$ cat src/bfs_pkg.sv
// Shared constants, codes and control types for the biased factorization SGD block.
// Used by the interfaces, configuration, controller, datapath and top level.
package bfs_pkg;

    localparam int NUM_USERS   = 524288;
    localparam int NUM_MOVIES  = 32768;
    localparam int MAX_FACTORS = 128;

    localparam int FRAC_BITS = 24;
    localparam int USER_W    = 19;
    localparam int MOVIE_W   = 15;
    localparam int RATING_W  = 3;
    localparam int SLOT_W    = 8;
    localparam int VALUE_W   = 32;
    localparam int PRED_W    = 27;
    localparam int RESID_W   = 28;
    localparam int COEF_W    = 24;
    localparam int MEAN_W    = 27;
    localparam int AF_W      = 8;
    localparam int CFG_IDX_W = 3;
    localparam int CFG_DATA_W = 27;

    localparam int UA_W   = $clog2(NUM_USERS);
    localparam int MA_W   = $clog2(NUM_MOVIES);
    localparam int FIDX_W = (MAX_FACTORS > 1) ? $clog2(MAX_FACTORS) : 1;
    localparam int NF_W   = $clog2(MAX_FACTORS + 1);
    localparam int ACC_W  = 48;

    localparam logic [SLOT_W-1:0]   BIAS_SLOT  = 8'd128;
    localparam logic [RATING_W-1:0] RATING_MIN = 3'd1;
    localparam logic [RATING_W-1:0] RATING_MAX = 3'd5;
    localparam logic [PRED_W-1:0]   PRED_MIN_Q = 27'd16777216;
    localparam logic [PRED_W-1:0]   PRED_MAX_Q = 27'd83886080;

    typedef enum logic [1:0] {
        OP_TRAIN      = 2'd0,
        OP_PREDICT    = 2'd1,
        OP_LOAD_USER  = 2'd2,
        OP_LOAD_MOVIE = 2'd3
    } op_t;

    typedef enum logic [CFG_IDX_W-1:0] {
        CFG_FACTOR_RATE    = 3'd0,
        CFG_FACTOR_DECAY   = 3'd1,
        CFG_BIAS_RATE      = 3'd2,
        CFG_BIAS_DECAY     = 3'd3,
        CFG_MEAN_RATING    = 3'd4,
        CFG_ACTIVE_FACTORS = 3'd5
    } cfg_idx_t;

    typedef struct packed {
        logic [COEF_W-1:0] factor_rate;
        logic [COEF_W-1:0] factor_decay;
        logic [COEF_W-1:0] bias_rate;
        logic [COEF_W-1:0] bias_decay;
        logic [MEAN_W-1:0] mean_rating;
        logic [AF_W-1:0]   active_factors;
    } cfg_t;

    typedef enum logic [15:0] {
        ST_IDLE  = 16'h0001,
        ST_LOAD  = 16'h0002,
        ST_BRD   = 16'h0004,
        ST_BACC  = 16'h0008,
        ST_DRD   = 16'h0010,
        ST_DMUL  = 16'h0020,
        ST_DACC  = 16'h0040,
        ST_CLAMP = 16'h0080,
        ST_URD   = 16'h0100,
        ST_UMUL1 = 16'h0200,
        ST_UMUL2 = 16'h0400,
        ST_UWR   = 16'h0800,
        ST_BG    = 16'h1000,
        ST_BD    = 16'h2000,
        ST_BWR   = 16'h4000,
        ST_FIN   = 16'h8000
    } state_t;

    typedef struct packed {
        logic            latch;
        logic            load_wr;
        logic            bias_acc;
        logic            dot_mul;
        logic            dot_acc;
        logic            clamp;
        logic            upd_g;
        logic            upd_d;
        logic            upd_wr;
        logic            bias_g;
        logic            bias_d;
        logic            bias_wr;
        logic            result;
        logic [NF_W-1:0] k;
    } cmd_t;

    typedef struct packed {
        op_t  op;
        logic out_free;
    } status_t;

endpackage

$ cat src/bfs_cfg.sv
// Configuration registers written through the plain write port.
// Depends on bfs_pkg for the register codes and the cfg_t bundle.
module bfs_cfg (
    input  logic                               clk,
    input  logic                               rst_n,
    input  logic                               wr_en,
    input  logic [bfs_pkg::CFG_IDX_W-1:0]      wr_index,
    input  logic [bfs_pkg::CFG_DATA_W-1:0]     wr_data,
    output bfs_pkg::cfg_t                      cfg
);

    bfs_pkg::cfg_t cfg_reg;

    always_ff @(posedge clk or negedge rst_n)
    begin
        if (!rst_n)
        begin
            cfg_reg.factor_rate    <= 24'd83886;
            cfg_reg.factor_decay   <= 24'd201327;
            cfg_reg.bias_rate      <= 24'd16777;
            cfg_reg.bias_decay     <= 24'd16777;
            cfg_reg.mean_rating    <= 27'd60397978;
            cfg_reg.active_factors <= 8'd120;
        end
        else if (wr_en)
        begin
            case (wr_index)
                bfs_pkg::CFG_FACTOR_RATE:    cfg_reg.factor_rate  <= wr_data[23:0];
                bfs_pkg::CFG_FACTOR_DECAY:   cfg_reg.factor_decay <= wr_data[23:0];
                bfs_pkg::CFG_BIAS_RATE:      cfg_reg.bias_rate    <= wr_data[23:0];
                bfs_pkg::CFG_BIAS_DECAY:     cfg_reg.bias_decay   <= wr_data[23:0];
                bfs_pkg::CFG_MEAN_RATING:    cfg_reg.mean_rating  <= wr_data[26:0];
                bfs_pkg::CFG_ACTIVE_FACTORS: cfg_reg.active_factors <= wr_data[7:0];
                default: ;
            endcase
        end
    end

    assign cfg = cfg_reg;

endmodule

$ cat config.mk
export PLATFORM = sky130hd
export DESIGN_NAME = bfs_cfg
export DESIGN_NICKNAME = d
export VERILOG_FILES = /design/src/bfs_pkg.sv /design/src/bfs_cfg.sv
export SDC_FILE = /design/constraint.sdc
export NUM_CORES = 1
export LEC_CHECK = 0
export BUFFER_PORTS_ARGS = -buffer_cell sky130_fd_sc_hd__buf_2
export CORE_MARGIN = 5
export CORE_UTILIZATION = 46
export CTS_CLUSTER_DIAMETER = 200
export DETAILED_ROUTE_END_ITERATION = 12
export HOLD_SLACK_MARGIN = 0.05
export PLACE_DENSITY = 0.74
export SYNTH_ARGS = -nofsm -noshare
export SYNTH_HDL_FRONTEND = slang
export SYNTH_SLANG_ARGS = --single-unit
$ cat constraint.sdc
create_clock -name clk -period 0.8 [get_ports clk]
set_input_delay 0.16 -clock clk [delete_from_list [all_inputs] [get_ports clk]]
set_output_delay 0.16 -clock clk [all_outputs]
set_load 0.005 [all_outputs]
After elaboration in Yosys (flattened, before gate mapping) --
Cells that the tools add are included.
Storage, ports and cells: bits in registers 131, RAM bits 0, memories 0, logic and storage cells 18, output and inout bits 131, latch bits 0, input bits 33, ROM bits 0
Operators by class: multiplexer cells 0, multiply operators 0, equal/unequal tests 5, bitwise gates (word level) 0, reductions and logical operators 7, $lt $le $gt $ge 0, add/subtract/negate cells 0, shifts and indexed selects 0, divide/modulo/power cells 0
Operators by type and width (count):
- 2-bit AND reduction | 6
- 3-bit by 2-bit equality test with 1-bit output (second input constant) | 2
- 3-bit equality test (second input constant) | 2
- 3-bit by 1-bit equality test with 1-bit output (second input constant) | 1
- 3-bit logical NOT | 1

Logic depth before layout (Yosys ltp) --
depth in word-level cells 2, depth in mapped cells 5, gate-level depth less buffers 2

Worst setup path after synthesis --
OpenSTA, ideal clock, no wires.
path type input to register, start point input wr_index[0] (netlist name), end point register cfg_reg (netlist bit cfg[107]), data arrival time 1.206 ns, path buffers 2, slack -0.531 ns, stages 4, data required time 0.675 ns, library setup time 0.125 ns, path through buf_6 nor4b_4 buf_6 mux2_4
On the way: longest elaborated chain between the ends 2
Ends and longest elaborated chain:
- start, declared | RTL line bfs_cfg.sv:7 | input logic [bfs_pkg::CFG_IDX_W-1:0] wr_index,
- 3-bit logical NOT | RTL line bfs_cfg.sv:27 | case (wr_index)
- 2-bit AND reduction (no line)
- end, declared | RTL line bfs_cfg.sv:12 | bfs_pkg::cfg_t cfg_reg;
Every way passes these cells. A chain may end at the register's enable or synchronous reset.

Final worst setup path --
start point register cfg_reg (netlist bit cfg[95]), end point output cfg[95] (netlist name)
RTL lines:
- end, declared | RTL line bfs_cfg.sv:9 | output bfs_pkg::cfg_t cfg
No word-level cell between the ends.

==> impl_metrics.yaml <==
status:
  status: "finished, violations left"
  failed_checks: "setup timing"
die:
  initial_core_util_pct: 46.9
  fp.dieH_um: 118
  die_area_sq_um: 13800
  row_count: 39
  die_w_um: 118
  coreArea_sq_um: 11400
  ios: 164
synth:
  synth_top_area_cell: "dfrtp_1"
  synth_commonest_cells: "83 x dfrtp_1, 80 x mux2_4, 51 x mux2_2, 48 x dfstp_2, 9 x buf_6"
  synthCells: 282
  syn_avg_cell_area_sq_um: 18.9
  yosysWarnings: 0
  syn_nets: 315
  ys_seq_area_share_pct: 62.7
  ys_types: 11
  synthTopCellsByArea: "dfrtp_1 39%, dfstp_2 24%, mux2_4 23%"
  synth_edf_count: 0
  ys_async_sr_fraction_pct: 100
  ys.flop_type: "dfrtp_1"
  synth_area_sq_um: 5330
  yosys.cell_count.top_type: "dfrtp_1"
  synth.top_cell.area_share_pct: 39.0
  ys_ff_latch: 131
grt:
  grtUsageTotal_pct: 22.7
  grt_max_degree: 64
  overflow: 0
  grt_pass1_vias: 4086
  antenna_found_initial: 0
  grt_pass1_wl_um: 24400
run:
  maxCapViolations: 0
power_and_ir_drop:
  leakagePower_nw: 4.30
  totalPowerFinal_w: 0.0244
  ir_worst_vdd_mv: 2.56
  powerDensity_nw_per_um2: 2810
finish:
  largest_reg_flops: 131
  antenna_cells: 0
  final_nets: 605
  seq_area_sq_um: 3340
  syn_to_final_growth_pct: 63.2
  multi_input_area_sq_um: 2040
  drive_gt1_share_pct: 83.2
  fillers: 630
place:
  gp_congestion: 0.783
  place_ws_ps: -584
  port_buffers: 163
  dp_hpwl_um: 8380
routing:
  dr.pass1.iters: 4
  vias: 3634
  wl_per_cell_um: 22.4
  via_per_inst: 4.99
  ant_nets: 0
  routed_wl_um: 16300
  post-route-drc-count: 0
  drt-initial-drc-count: 225
cts:
  cts_buffers: 17
  cts_tree: "built"
  insertion_delay_ps: 410
  path_clk_slew_ps: 60
  cts_num_sinks: 131
  clk_path_buf_depth: 2
  clock-root-buffer: "clkbuf_16"
  htree_levels: 4
timing:
  fmaxAchievable_mhz: 808
  maxSlewViolCount: 0
  final-hold-violation-count: 0
  rsz0062_at_grt: "yes"
  holdWs_ps: 60.0
  setup_ws_ps: -437
  finalSetupViolCount: 253
  fin_crit_sh_pct: 155
  fin_skew_ps: 0
  period_minus_slack_ps: 1240
  relSlewSlack_pct: 76.9
  tightest_slew_ps: 346
worst_setup_path:
  worstSetupEndpointType: "primary output"
  arrival_ps: 1080
  critPathRequiredTime_ps: 640
  critical_path_buf_inv_count: 1
  critical_path.top_delay_family: "flip-flops"
  slowest_delay_ps: 540
  path_cells: "buf_2"
  crit_fanout: 2
  start_kind: "flop"
  worstSetupPathType: "flop to primary output"
  cp_slowest_cell: "dfstp_2"
worst_hold_path:
  worstHoldPathType: "input pin to flop"
==> cells by family (layout without fill, tap and decap cells) <==
| group | count (synthesis) | in the layout | synth area share [%] |
|---|---|---|---|
| mux | 131 | 131 | 33.3 |
| buf+inv | 14 | 317 | 2.42 |
| simple gates | 6 | 6 | 1.60 |
| flops | 131 | 131 | 62.7 |
==> metal layers <==
metal  vias to the layer above  track usage [%]  routed length, um
met1                      1879             28.3               6650
li1                       1585                -                  -
met5                         -                0                  0
met2                       145             37.3               8290
met4                         0             6.52                269
met3                        25             8.17               1120
==> path summary, 6_finish.rpt <==
check	cells past startpoint	end	start	slack [ps]
max	1	cfg[95]	cfg[95]	-440
min	2	cfg[96]	wr_data[13]	60
max reg2reg	3	cfg[104]	cfg[104]	-200
min reg2reg	1	cfg[46]	cfg[46]	510
max in group asynchronous	3	cfg[121]	rst_n	100
min in group asynchronous	3	cfg[2]	rst_n	320
==> cell type report <==
class	instances	share of cell area (%)
sequential	131	38.4
clock inverter	10	1.47
timing repair buffer	285	28.9
clock buffer	22	5.68
multi-input combinational	137	23.5
tap	143	2.06
==> metrics by stage <==
| stage | instance area (sq um) | util [%] | TNS (ps) | std cells |
|---|---|---|---|---|
| floorplan | 5440 | - | -45250 | 282 |
| detailed placement | 6520 | 57.4 | -63300 | 590 |
| global route | 8690 | 76.5 | -60620 | 728 |
| CTS | 8410 | 73.9 | -56350 | 713 |
| global placement | 6520 | 57.4 | -61220 | 590 |
| finish | 8690 | 76.5 | -54860 | 728 |
==> where the power goes <==
group          leakage [nW]  internal (W)  total, W  switching (W)
logic                  2.49       0.00471   0.00680        0.00210
clock network         0.311       0.00528   0.00804        0.00276
registers              1.50       0.00851   0.00956        0.00105
==> layout by cell type, fill, tap and decap left out <==
cell type and instances:
and4bb_4 3, buf_12 16, buf_16 6, buf_2 130, buf_4 36, buf_6 75, buf_8 8, bufinv_16 3
clkbuf_16 17, clkbuf_8 5, clkinv_2 6, clkinvlp_4 1, dfrtp_1 83, dfstp_2 48, dlygate4sd3_1 13, dlymetal6s4s_1 1
mux2_2 8, mux2_4 123, nand4b_1 1, nand4b_4 1, nor4b_4 1
==> repair_timing <==
action / CTS / global route
cloned: 11 / 0
resized for setup: 74 / 75
buffers inserted: 71 / 46
endpoints found under the setup margin: 249 / 256
hold endpoints to repair: 141 / 6
pin swaps: 4 / 3
hold buffers: 11 / 3
Power figures use the tool's default switching activity.
