**src/bfs_pkg.sv**
```systemverilog
// Shared constants, codes and control types for the biased factorization SGD block.
// Used by the interfaces, configuration, controller, datapath and top level.
package bfs_pkg;

    localparam int NUM_USERS   = 524288;
    localparam int NUM_MOVIES  = 32768;
    localparam int MAX_FACTORS = 128;

    localparam int FRAC_BITS = 24;
    localparam int USER_W    = 19;
    localparam int MOVIE_W   = 15;
    localparam int RATING_W  = 3;
    localparam int SLOT_W    = 8;
    localparam int VALUE_W   = 32;
    localparam int PRED_W    = 27;
    localparam int RESID_W   = 28;
    localparam int COEF_W    = 24;
    localparam int MEAN_W    = 27;
    localparam int AF_W      = 8;
    localparam int CFG_IDX_W = 3;
    localparam int CFG_DATA_W = 27;

    localparam int UA_W   = $clog2(NUM_USERS);
    localparam int MA_W   = $clog2(NUM_MOVIES);
    localparam int FIDX_W = (MAX_FACTORS > 1) ? $clog2(MAX_FACTORS) : 1;
    localparam int NF_W   = $clog2(MAX_FACTORS + 1);
    localparam int ACC_W  = 48;

    localparam logic [SLOT_W-1:0]   BIAS_SLOT  = 8'd128;
    localparam logic [RATING_W-1:0] RATING_MIN = 3'd1;
    localparam logic [RATING_W-1:0] RATING_MAX = 3'd5;
    localparam logic [PRED_W-1:0]   PRED_MIN_Q = 27'd16777216;
    localparam logic [PRED_W-1:0]   PRED_MAX_Q = 27'd83886080;

    typedef enum logic [1:0] {
        OP_TRAIN      = 2'd0,
        OP_PREDICT    = 2'd1,
        OP_LOAD_USER  = 2'd2,
        OP_LOAD_MOVIE = 2'd3
    } op_t;

    typedef enum logic [CFG_IDX_W-1:0] {
        CFG_FACTOR_RATE    = 3'd0,
        CFG_FACTOR_DECAY   = 3'd1,
        CFG_BIAS_RATE      = 3'd2,
        CFG_BIAS_DECAY     = 3'd3,
        CFG_MEAN_RATING    = 3'd4,
        CFG_ACTIVE_FACTORS = 3'd5
    } cfg_idx_t;

    typedef struct packed {
        logic [COEF_W-1:0] factor_rate;
        logic [COEF_W-1:0] factor_decay;
        logic [COEF_W-1:0] bias_rate;
        logic [COEF_W-1:0] bias_decay;
        logic [MEAN_W-1:0] mean_rating;
        logic [AF_W-1:0]   active_factors;
    } cfg_t;

    typedef enum logic [15:0] {
        ST_IDLE  = 16'h0001,
        ST_LOAD  = 16'h0002,
        ST_BRD   = 16'h0004,
        ST_BACC  = 16'h0008,
        ST_DRD   = 16'h0010,
        ST_DMUL  = 16'h0020,
        ST_DACC  = 16'h0040,
        ST_CLAMP = 16'h0080,
        ST_URD   = 16'h0100,
        ST_UMUL1 = 16'h0200,
        ST_UMUL2 = 16'h0400,
        ST_UWR   = 16'h0800,
        ST_BG    = 16'h1000,
        ST_BD    = 16'h2000,
        ST_BWR   = 16'h4000,
        ST_FIN   = 16'h8000
    } state_t;

    typedef struct packed {
        logic            latch;
        logic            load_wr;
        logic            bias_acc;
        logic            dot_mul;
        logic            dot_acc;
        logic            clamp;
        logic            upd_g;
        logic            upd_d;
        logic            upd_wr;
        logic            bias_g;
        logic            bias_d;
        logic            bias_wr;
        logic            result;
        logic [NF_W-1:0] k;
    } cmd_t;

    typedef struct packed {
        op_t  op;
        logic out_free;
    } status_t;

endpackage

```
**src/bfs_ctrl.sv**
```systemverilog
// Sequencer: per item walks a load, or the bias read, dot product, clamp and train-only update phases.
// Depends on bfs_pkg for the state encoding and command/status types.
module bfs_ctrl (
    input  logic                         clk,
    input  logic                         rst_n,
    input  logic                         in_valid,
    output logic                         in_ready,
    input  logic [bfs_pkg::AF_W-1:0]     active_factors,
    input  bfs_pkg::status_t             status,
    output bfs_pkg::cmd_t                cmd
);

    bfs_pkg::state_t          state_reg, state_next;
    logic [bfs_pkg::NF_W-1:0] k_reg, k_next;
    logic [bfs_pkg::NF_W-1:0] nf;
    logic                     last_k;

    always_comb
    begin
        if (32'(active_factors) > bfs_pkg::MAX_FACTORS)
            nf = bfs_pkg::NF_W'(bfs_pkg::MAX_FACTORS);
        else
            nf = bfs_pkg::NF_W'(active_factors);
    end

    assign last_k   = (k_reg + 1'b1) == nf;
    assign in_ready = (state_reg == bfs_pkg::ST_IDLE);

    always_comb
    begin
        state_next = state_reg;
        k_next     = k_reg;
        case (state_reg)
            bfs_pkg::ST_IDLE:
            begin
                if (in_valid)
                    state_next = bfs_pkg::ST_BRD;
            end
            bfs_pkg::ST_BRD:
            begin
                // The item is latched now, so loads branch off here.
                if (status.op == bfs_pkg::OP_LOAD_USER || status.op == bfs_pkg::OP_LOAD_MOVIE)
                    state_next = bfs_pkg::ST_LOAD;
                else
                    state_next = bfs_pkg::ST_BACC;
            end
            bfs_pkg::ST_LOAD:  state_next = bfs_pkg::ST_FIN;
            bfs_pkg::ST_BACC:
            begin
                k_next     = '0;
                state_next = (nf == '0) ? bfs_pkg::ST_CLAMP : bfs_pkg::ST_DRD;
            end
            bfs_pkg::ST_DRD:   state_next = bfs_pkg::ST_DMUL;
            bfs_pkg::ST_DMUL:  state_next = bfs_pkg::ST_DACC;
            bfs_pkg::ST_DACC:
            begin
                k_next     = k_reg + 1'b1;
                state_next = last_k ? bfs_pkg::ST_CLAMP : bfs_pkg::ST_DRD;
            end
            bfs_pkg::ST_CLAMP:
            begin
                k_next = '0;
                if (status.op != bfs_pkg::OP_TRAIN)
                    state_next = bfs_pkg::ST_FIN;
                else
                    state_next = (nf == '0) ? bfs_pkg::ST_BG : bfs_pkg::ST_URD;
            end
            bfs_pkg::ST_URD:   state_next = bfs_pkg::ST_UMUL1;
            bfs_pkg::ST_UMUL1: state_next = bfs_pkg::ST_UMUL2;
            bfs_pkg::ST_UMUL2: state_next = bfs_pkg::ST_UWR;
            bfs_pkg::ST_UWR:
            begin
                k_next     = k_reg + 1'b1;
                state_next = last_k ? bfs_pkg::ST_BG : bfs_pkg::ST_URD;
            end
            bfs_pkg::ST_BG:    state_next = bfs_pkg::ST_BD;
            bfs_pkg::ST_BD:    state_next = bfs_pkg::ST_BWR;
            bfs_pkg::ST_BWR:   state_next = bfs_pkg::ST_FIN;
            bfs_pkg::ST_FIN:
            begin
                if (status.out_free)
                    state_next = bfs_pkg::ST_IDLE;
            end
            default:           state_next = bfs_pkg::ST_IDLE;
        endcase
    end

    always_ff @(posedge clk or negedge rst_n)
    begin
        if (!rst_n)
        begin
            state_reg <= bfs_pkg::ST_IDLE;
            k_reg     <= '0;
        end
        else
        begin
            state_reg <= state_next;
            k_reg     <= k_next;
        end
    end

    always_comb
    begin
        cmd          = '0;
        cmd.k        = k_reg;
        cmd.latch    = (state_reg == bfs_pkg::ST_IDLE) && in_valid;
        cmd.load_wr  = (state_reg == bfs_pkg::ST_LOAD);
        cmd.bias_acc = (state_reg == bfs_pkg::ST_BACC);
        cmd.dot_mul  = (state_reg == bfs_pkg::ST_DMUL);
        cmd.dot_acc  = (state_reg == bfs_pkg::ST_DACC);
        cmd.clamp    = (state_reg == bfs_pkg::ST_CLAMP);
        cmd.upd_g    = (state_reg == bfs_pkg::ST_UMUL1);
        cmd.upd_d    = (state_reg == bfs_pkg::ST_UMUL2);
        cmd.upd_wr   = (state_reg == bfs_pkg::ST_UWR);
        cmd.bias_g   = (state_reg == bfs_pkg::ST_BG);
        cmd.bias_d   = (state_reg == bfs_pkg::ST_BD);
        cmd.bias_wr  = (state_reg == bfs_pkg::ST_BWR);
        cmd.result   = (state_reg == bfs_pkg::ST_FIN) && status.out_free;
    end

endmodule

```
**config.mk**
```make
export PLATFORM = sky130hd
export DESIGN_NAME = bfs_ctrl
export DESIGN_NICKNAME = d
export VERILOG_FILES = /design/src/bfs_pkg.sv /design/src/bfs_ctrl.sv
export SDC_FILE = /design/constraint.sdc
export NUM_CORES = 1
export LEC_CHECK = 0
export BUFFER_PORTS_ARGS = -buffer_cell sky130_fd_sc_hd__buf_2
export CORE_ASPECT_RATIO = 0.9
export CORE_MARGIN = 2
export CORE_UTILIZATION = 41
export CTS_CLUSTER_SIZE = 30
export DETAILED_ROUTE_END_ITERATION = 7
export HOLD_SLACK_MARGIN = 0.02
export SLEW_MARGIN = 20
export SYNTH_ARGS = -nofsm -noshare
export SYNTH_HDL_FRONTEND = slang
export SYNTH_SLANG_ARGS = --single-unit
```
**constraint.sdc**
```tcl
create_clock -name clk -period 5.12 [get_ports clk]
set_input_delay 0.512 -clock clk [delete_from_list [all_inputs] [get_ports clk]]
set_output_delay 0.512 -clock clk [all_outputs]
set_load 0.005 [all_outputs]
```
## Word level (Yosys, flattened, before mapping)

Cells that the tools add are included.

- Add/sub/neg operators: 1
- $lt $le $gt $ge: 1
- Equal/unequal tests: 21
- Multiplexer cells: 11
- Reductions and logical operators: 10

Operator list:

| kind | count |
|---|---|
| $pmux W16 S15 | 1 |
| $mux W16 | 3 |
| $mux W13 | 2 |
| $mux W8 | 3 |
| $eq A16 B1 Y1 const B | 1 |
| $eq A16 B10 Y1 const B | 1 |
| $eq A16 B11 Y1 const B | 1 |
| $eq A16 B12 Y1 const B | 1 |
| $eq A16 B13 Y1 const B | 1 |
| $eq A16 B14 Y1 const B | 1 |
| $eq A16 B15 Y1 const B | 1 |
| $eq A16 B16 Y1 const B | 1 |
| $eq A16 B2 Y1 const B | 1 |
| $eq A16 B3 Y1 const B | 1 |
| $eq A16 B4 Y1 const B | 1 |
| $eq A16 B5 Y1 const B | 1 |
| $eq A16 B6 Y1 const B | 1 |
| $eq A16 B7 Y1 const B | 1 |
| $eq A16 B8 Y1 const B | 1 |
| $eq A16 B9 Y1 const B | 1 |
| $pmux W8 S2 | 1 |
| $add A8 B1 Y8 const B | 1 |
| $eq A8 B8 Y1 | 1 |
| $gt A8 B8 Y1 const B | 1 |
| other kinds (9) | 15 |

- Flip-flop bits (word level): 24
- Output and inout bits: 22
- Logic and storage cells: 46

## Logic depth before layout (Yosys ltp)

Gate-level depths: netlist of run 1.

- Depth in word-level cells: 6
- Mapped depth: 8
- Depth with buffers taken out: 7

## Worst setup path before layout of run 1

OpenSTA, ideal clock, no wires.

- Path type: register to output
- Start: register state_reg[1]
- End: output port cmd[14] (netlist name)
- Data arrival time: 1.880 ns
- Data required time: 4.608 ns
- Slack: 2.728 ns
- Cell stages (with the launch flop): 6
- Path buffers: 0
- Cells stage by stage: dfrtp_1 -> or4_4 -> nor2_2 -> nand3_1 -> or3_1 -> nor3b_1

RTL lines:

| element | line | RTL |
|---|---|---|
| start: declaration | bfs_ctrl.sv:13 | `bfs_pkg::state_t state_reg, state_next;` |
| start signal: assignment | bfs_ctrl.sv:92 | `state_reg <= bfs_pkg::ST_IDLE;` |
| start signal: assignment | bfs_ctrl.sv:97 | `state_reg <= state_next;` |
| end: declaration | bfs_ctrl.sv:10 | `output bfs_pkg::cmd_t cmd` |

==> results of run 1 <==
==> final cells by class <==
| type | instances | area, sq um | share of cell area (%) |
|---|---|---|---|
| multi-input combinational | 152 | 1000 | 52.2 |
| sequential | 24 | 602 | 31.4 |
| timing repair buffer | 35 | 175 | 9.15 |
| tap | 48 | 60.1 | 3.14 |
| clock buffer | 4 | 55.1 | 2.88 |
| inverter | 6 | 22.5 | 1.18 |
==> metrics by stage <==
| step | instances | utilization (%) | total power, mW |
|---|---|---|---|
| 2_1_floorplan | 195 | - | 0.333 |
| 3_3_place_gp | 265 | 46.3 | 0.375 |
| 3_5_place_dp | 265 | 46.3 | 0.375 |
| 4_1_cts | 269 | 47.6 | 0.505 |
| 5_1_grt | 269 | 47.6 | 0.538 |
| 6_report | 269 | 47.6 | 0.501 |
==> per-layer routing <==
layer | track usage (%) | vias up
li1 | - | 762
met1 | 26.1 | 706
met2 | 25.5 | 18
met3 | 3.58 | 4
met4 | 3.54 | 0
met5 | 0 | -
==> power groups by stage <==
stage	Sequential, mW	Combinational, mW	Clock [mW]
5_1_grt	0.224	0.172	0.141
3_3_place_gp	0.223	0.152	0
2_1_floorplan	0.220	0.113	0
4_1_cts	0.220	0.152	0.132
3_5_place_dp	0.224	0.152	0
6_report	0.221	0.151	0.129
==> final timing paths <==
path	start	endpoint	cells after the start
max in group asynchronous	rst_n	k_reg[0]	1
hold reg to reg	state_reg[12]	state_reg[14]	1
setup reg to reg	state_reg[8]	k_reg[3]	6
hold / removal	rst_n	state_reg[12]	1
min in group clk	status[2]	state_reg[3]	2
setup / recovery	state_reg[1]	cmd[14]	6
==> worst max-delay path: cells and delay by family, from the launching register on <==
kind | cells | cell delay (ps)
DFF | 1 | 440
and+or+nand+nor | 5 | 1550
buffers and inverters | 1 | 140
==> logic make-up (layout without fill, tap and decap cells) <==
group           Yosys count  in the layout  synth area share, %
flops                    24             24                 35.5
compound gates           35             35                 14.7
buf+inv                  19             45                 5.46
simple gates            101            101                 35.0
fa+ha+maj                 1              1                0.738
xor+xnor                 15             15                 8.57
==> layout by cell type (no fill, tap or decap), types with 2 or more instances in the layout <==
master,count
o31ai_1,3
and2_1,2
o41ai_1,3
or4_4,3
clkbuf_8,4
inv_1,6
or2_2,3
o21ai_1,9
xnor2_1,10
nor3b_1,11
nor4b_1,3
xor2_1,4
nor3_1,6
nor2_1,20
and4b_1,2
nor4_1,4
nand2_1,15
nand2b_1,6
o21ai_0,2
nor2b_1,3
o211ai_1,2
or3_1,4
o22ai_1,2
o32ai_1,3
o2111ai_1,3
and3_1,3
nand3_1,10
dfrtp_1,23
buf_2,35
or4b_1,2
==> run metrics, run 1 <==
share of cells above drive strength 1=22.2%; worst rel slew slack=61.0%; Mapped Area=1690 sq um; Clock Latency Late Sink=270 ps; CTS tree=yes; Synth top area share=34.0%; ys flop type=dfrtp_1; Worst Setup Start Kind=register; Distinct cells, synth=48; wire per inst=13.9 um; Hold WS=218 ps; Worst Setup End Kind=output pin; ys async rst share=100%; WP data required=4610 ps; Clk pwr share=25.7%; number of global-route vias before repair=1358; # hold bufs at CTS=0; pwr/cell area=262 nW/um^2; Synth Register Bits=24; met2 wire length=1590 um; post-detail-place hpwl=2820 um; P_int=0.338 mW; top cell type by total area after synthesis=dfrtp_1; synth cell count leaders=dfrtp_1, nor2_1, nand2_1; largest net degree at the start of global routing=25; # resized after CTS=0; Psw=0.163 mW; GP Congestion=0.780; setup slack after layout=2210 ps; Initial Util=42.2%; VDD IR max=0.000146 V; placed cell areas=1860 sq um; I/O Pins=36; Post-synth EDFFs=0; ranking of synthesized cells by area=dfrtp_1, xnor2_1, nor3b_1; Worst EP arrival=2390 ps; Hold Crit Class=in2async; Worst Tran Pin Value=579 ps; CP Cell Sequence=or4_4, nor2_2, nand3_1, or3_1, nor3b_1, buf_2; crit path time final=2910 ps; Slowest cell on crit path=or4_4; RSZ-0062 raised after global routing=false; H-tree levels=1; max reg flops=16; setup violators final=0; Die Width=71.8 um; Register-to-Register Setup Slack=2610 ps; combinational fraction of design power=30.2%; setup_tns=0 ps; I/O Buffers=35; CP peak stage delay=570 ps; fill count=408; initial antenna violation count=0; Synth Net Count=210; post-route ant nets=0; most common cell in the netlist=dfrtp_1; # diodes=0; post-synthesis sequential area ratio=35.5%; First-pass DRT Iterations=4; M1 wire length=2020 um; Final #Nets=237; worst-path fanout max=7; total clock buffers created by CTS=3; Overflow after GRT=0; Total Routing Usage GR=17.3%; Max clock buf depth=2; DRC violations left=0; Lkg Pwr=0.879 nW; Max Clock Skew=6.53 ps; Cells after Synth=195; met3 wire length=112 um; top sig layer=met4; die area=4660 sq um; vias=1490; share of power burned in registers=44.1%; Layout area overhead=13.0%; DRC violation total after the first TritonRoute iteration=80; FMAX=0.344 GHz; WS Path Type=reg2out; root buffer cell=clkbuf_8; fin area=1910 sq um; Row Count=22; Clock Sinks=24; post-DR vias/cell=5.54; switch share=32.5%; post-CTS setup repair buffer count=0; global-route wire length before repair=6400 um; Final Slew Violations=0; Yosys warning total=0; syn avg cell area=8.69 sq um; Final Hold Fails=0; status=finished clean; max-cap violations=0; total routed wirelength=3750 um; Die H=65.0 um; Placement Setup Slack=2520 ps; Clock Pin Slew Worst Setup and Hold Paths=80 ps; fin crit share=56.8%; core outline area=4020 sq um
Note: power is estimated with default switching activity, not from simulation.
==> run 2: changes to the inputs <==
--- a/config.mk
+++ b/config.mk
@@ -5,6 +5,7 @@
 export SDC_FILE = /design/constraint.sdc
 export NUM_CORES = 1
 export LEC_CHECK = 0
+export ABC_AREA = 1
 export BUFFER_PORTS_ARGS = -buffer_cell sky130_fd_sc_hd__buf_2
 export CORE_ASPECT_RATIO = 0.9
 export CORE_MARGIN = 2
@@ -12,6 +13,7 @@
 export CTS_CLUSTER_SIZE = 30
 export DETAILED_ROUTE_END_ITERATION = 7
 export HOLD_SLACK_MARGIN = 0.02
+export PLACE_DENSITY = 0.65
 export SLEW_MARGIN = 20
 export SYNTH_ARGS = -nofsm -noshare
 export SYNTH_HDL_FRONTEND = slang
==> constraint.sdc (replaced) <==
create_clock -name clk -period 2.6 [get_ports clk]
set_input_delay 0.26 -clock clk [delete_from_list [all_inputs] [get_ports clk]]
set_output_delay 0.26 -clock clk [all_outputs]
set_load 0.005 [all_outputs]
==> run metrics, run 2 <==
Synth Net Count=282; total routed wirelength=3850 um; core outline area=4020 sq um; Hold Crit Class=in2reg; vias=1692; CTS tree=yes; share of cells above drive strength 1=19.5%; Hold Path Depth=2; # diodes=0; Overflow after GRT=0; Die H=65.1 um; VDD IR max=0.000365 V; Synth top area share=33.8%; Max Clock Skew=8.06 ps; Distinct cells, synth=24; most frequent cells in the layout=nand2_1, inv_1, buf_2, nor2_1, nand3_1; I/O Buffers=35; First-pass DRT Iterations=4; max-cap violations=0; M1 wire length=1930 um; ranking of synthesized cells by area=dfrtp_1, nand2_1, inv_1; Total Routing Usage GR=18.4%; met3 wire length=192 um; Critical Path Start=state_reg[4]; max reg flops=16; Placement Setup Slack=827 ps; I/O Pins=36; number of global-route vias before repair=1508; Die Width=71.9 um; Final Hold Fails=0; root buffer cell=clkbuf_8; met2 wire length=1700 um; Max clock buf depth=2; setup violators final=0; GP Congestion=0.837; largest net degree at the start of global routing=25; die area=4680 sq um; Layout area overhead=18.6%; Post-synth EDFFs=0; WS Path Type=reg2out; post-detail-place hpwl=3180 um; post-synthesis sequential area ratio=35.4%; synth cell count leaders=nand2_1, inv_1, nor2_1; Mapped Area=1700 sq um; Synth Register Bits=24; top sig layer=met4; FF-to-FF Start=k_reg[0]; worst-path fanout max=8; most common cell after layout, fill and taps aside=nand2_1; post-DR vias/cell=4.77; wire per inst=10.8 um; DRC violations left=0; FMAX=0.545 GHz; top cell type by total area after synthesis=dfrtp_1; Clock Pin Slew Worst Setup and Hold Paths=80 ps; Hold Crit Start=status[2]; WP data required=2340 ps; Worst EP arrival=1580 ps; RSZ-0062 raised after global routing=false; Final #Nets=323; status=finished clean; H-tree levels=1; most common cell in the netlist=nand2_1; total clock buffers created by CTS=3; ys flop type=dfrtp_1; Initial Util=42.3%; fin crit share=70.6%; worst rel slew slack=64.8%; # resized after CTS=0; pwr/cell area=507 nW/um^2; Yosys warning total=0; Final Slew Violations=0; post-route ant nets=0; setup_tns=0 ps; Worst Setup End Kind=output pin; Lkg Pwr=1.24 nW; global-route wire length before repair=6820 um; Cells after Synth=267; Reg2Reg Depth=10; syn avg cell area=6.37 sq um; Clock Sinks=24; DRC violation total after the first TritonRoute iteration=101; crit path time final=1840 ps; Row Count=22; Clock Latency Late Sink=270 ps; setup slack after layout=765 ps; Worst Setup Start Kind=register; ys async rst share=100%; initial antenna violation count=0; Worst Tran Pin Value=528 ps
run 2: changes by cell type after synthesis, sizes merged, moves of 4 or more:
cell | previous run | this run
nand2b | 6 | 0
nor4 | 5 | 0
or3 | 4 | 0
nor3 | 6 | 10
nor3b | 11 | 1
nor2 | 21 | 42
inv | 6 | 52
xnor2 | 10 | 2
nand3 | 10 | 34
buf | 6 | 0
clkbuf | 7 | 0
nand2 | 16 | 79
run 2: routing by layer:
metal | GRT usage [%] | up-vias
li1 | - | 901
met3 | 4.14 | 2
met2 | 28.4 | 38
met4 | 2.83 | 0
met5 | 0 | -
met1 | 27.0 | 751
run 2: worst paths after layout:
kind,to,slack [ps]
max in group asynchronous,state_reg[0],1740
min in group asynchronous,state_reg[15],500
setup / recovery,cmd[12],760
hold reg to reg,k_reg[7],570
setup reg to reg,state_reg[4],760
hold / removal,state_reg[3],180
run 2: final cells by class:
class | instances | area [sq um]
clock buffers | 3 | 41.3
clock inverters | 1 | 30.0
fillers | 419 | 2000
inverters | 53 | 199
multi-input cells | 190 | 901
flip-flops and latches | 24 | 602
well taps | 48 | 60.1
repair buffers | 36 | 185
run 2: per-stage QoR:
step / utilization (%) / cell area (sq um) / std cells / hold WS [ps] / total power, mW
floorplan: - / 1700 / 267 / -35.6 / 0.623
global placement: 48.2 / 1940 / 350 / 282 / 0.704
detailed placement: 48.2 / 1940 / 350 / 275 / 0.706
CTS: 50.2 / 2020 / 355 / 174 / 1.04
global route: 50.2 / 2020 / 355 / 179 / 1.11
finish: 50.2 / 2020 / 355 / 184 / 1.02
run 2: timing repair:
item,in CTS,in global routing
hold buffers,1,0
endpoints found under the hold margin,23,0
buffers inserted,0,0
endpoints found under the setup margin,0,0
run 2: logic make-up (layout without fill, tap and decap cells):
family | Yosys count | count (layout) | synth area share (%)
simple gates | 171 | 171 | 45.1
buf+inv | 53 | 93 | 11.7
flops | 24 | 24 | 35.4
compound gates | 15 | 15 | 5.51
xor+xnor | 3 | 3 | 1.54
fa+ha+maj | 1 | 1 | 0.735
run 2: power breakdown:
part	internal [mW]	switching [mW]
logic	0.0981	0.182
registers	0.401	0.0165
clock network	0.206	0.119
total	0.705	0.318
run 2: critical path: stages, from the launching register on:
cell,delay (ps)
dfrtp_1,400
nor2_1,150
nand2_1,130
nor2_4,210
nand3_1,150
inv_1,140
buf_2,130
==> run 3: changes to the inputs <==
--- a/config.mk
+++ b/config.mk
@@ -5,7 +5,7 @@
 export SDC_FILE = /design/constraint.sdc
 export NUM_CORES = 1
 export LEC_CHECK = 0
-export ABC_AREA = 1
+export ABC_AREA = 0
 export BUFFER_PORTS_ARGS = -buffer_cell sky130_fd_sc_hd__buf_2
 export CORE_ASPECT_RATIO = 0.9
 export CORE_MARGIN = 2
@@ -13,7 +13,6 @@
 export CTS_CLUSTER_SIZE = 30
 export DETAILED_ROUTE_END_ITERATION = 7
 export HOLD_SLACK_MARGIN = 0.02
-export PLACE_DENSITY = 0.65
 export SLEW_MARGIN = 20
 export SYNTH_ARGS = -nofsm -noshare
 export SYNTH_HDL_FRONTEND = slang
==> constraint.sdc (replaced) <==
create_clock -name clk -period 1.85 [get_ports clk]
set_input_delay 0.185 -clock clk [delete_from_list [all_inputs] [get_ports clk]]
set_output_delay 0.185 -clock clk [all_outputs]
set_load 0.005 [all_outputs]
==> run metrics, run 3 (synthesized netlist as in run 1, its figures left out) <==
status=finished with violations; failing checks=setup timing; total routed wirelength=5020 um; vias=1846; RSZ-0062 raised after global routing=true; wire per inst=14.6 um; Placement Setup Slack=-163 ps; most frequent cells in the layout=buf_4, buf_2, dfrtp_1, nor2_1, nand2_1; fill count=315; number of global-route vias before repair=1795; Lkg Pwr=1.33 nW; DRC violation total after the first TritonRoute iteration=65; Die Width=71.8 um; Max Clock Skew=4.66 ps; Worst Tran Pin Value=641 ps; Total Routing Usage GR=21.3%; GP Congestion=0.779; global-route wire length before repair=7930 um; Overflow after GRT=0; Layout area overhead=65.1%; setup violators final=32; max reg flops=16; WS Path Type=reg2out; Clock Pin Slew Worst Setup and Hold Paths=90 ps; DRC violations left=0; fin crit share=123%; Final Slew Violations=0; Max clock buf depth=2; CTS tree=yes; die area=4660 sq um; I/O Buffers=35; crit path time final=2270 ps; Row Count=22; Worst EP arrival=2090 ps; Final Hold Fails=0; Die H=65.0 um; FMAX=0.441 GHz; initial antenna violation count=0; worst-path fanout max=3; root buffer cell=clkbuf_8; Hold Crit Class=in2reg; # diodes=0; core outline area=4020 sq um; VDD IR max=0.000424 V; Initial Util=42.2%; worst rel slew slack=56.7%; post-DR vias/cell=5.35; max-cap violations=0; setup slack after layout=-420 ps; total clock buffers created by CTS=3; pwr/cell area=683 nW/um^2; post-route ant nets=0; Worst Setup Start Kind=register; Clock Latency Late Sink=270 ps; largest net degree at the start of global routing=25; Clock Sinks=24; share of cells above drive strength 1=56.9%; post-detail-place hpwl=3410 um; most common cell after layout, fill and taps aside=buf_4; total power=1.91 mW; H-tree levels=1; WP data required=1660 ps; Final #Nets=313; First-pass DRT Iterations=3; setup_tns=-6860 ps; Worst Setup End Kind=output pin; I/O Pins=36
-- run 3: changes by cell type in the layout (fill, tap and decap cells not counted), sizes merged, moves of 10 or more --
cell	change
buf	+75
nand2	-63
inv	-46
nand3	-24
nor2	-21
nor3b	+10
-- run 3: layout make-up --
class	count	area [sq um]	area share, %
inverter	6	27.5	0.984
tap	48	60.1	2.15
clock buffer	4	45.0	1.61
multi-input combinational	152	1270	45.5
timing repair buffer	111	787	28.1
sequential	24	604	21.6
-- run 3: worst max-delay path: stages (launching register included) --
cell,delay [ps]
dfstp_2,380
or4_4,560
nor2_4,150
nand3_2,100
or3_4,350
nor3b_2,150
buf_2,130
-- run 3: report_power, final --
part           total, mW  switching [mW]  internal [mW]  leakage [nW]
sequential         0.583          0.0193          0.564         0.327
clock              0.325           0.171          0.154        0.0228
combinational       1.00           0.476          0.527         0.984
total               1.91           0.667           1.25          1.33
-- run 3: per-stage QoR --
step | cell area [sq um] | std cells | util [%] | hold slack (ps)
2_1_floorplan | 1740 | 195 | - | -111
3_3_place_gp | 2320 | 321 | 57.7 | 204
3_5_place_dp | 2320 | 321 | 57.7 | 204
4_1_cts | 2600 | 335 | 64.8 | 84.9
5_1_grt | 2800 | 345 | 69.6 | 79.2
6_report | 2800 | 345 | 69.6 | 84.3
-- run 3: final timing paths --
path / from / to / slack (ps) / depth (start not counted)
hold reg to reg: state_reg[13] / state_reg[13] / 590 / 2
max in group asynchronous: rst_n / k_reg[2] / 1020 / 2
hold / removal: status[2] / state_reg[3] / 80 / 2
setup reg to reg: state_reg[4] / k_reg[5] / -260 / 9
min in group asynchronous: rst_n / state_reg[5] / 430 / 2
setup / recovery: state_reg[0] / cmd[14] / -420 / 6
-- run 3: repair_timing --
action / 4_1_cts / 5_1_grt
gates resized for setup: 37 / 30
endpoints found under the setup margin: 35 / 37
pin swaps: 17 / 18
setup buffers: 12 / 16
endpoints found under the hold margin: 23 / 0
hold buffers: 1 / 0
-- run 3: routing by layer --
metal	wire, um	vias to the layer above	global-route usage [%]
li1	-	916	-
met1	2110	874	25.3
met2	2610	40	39.1
met3	154	16	3.42
met4	145	0	6.84
met5	0	-	0
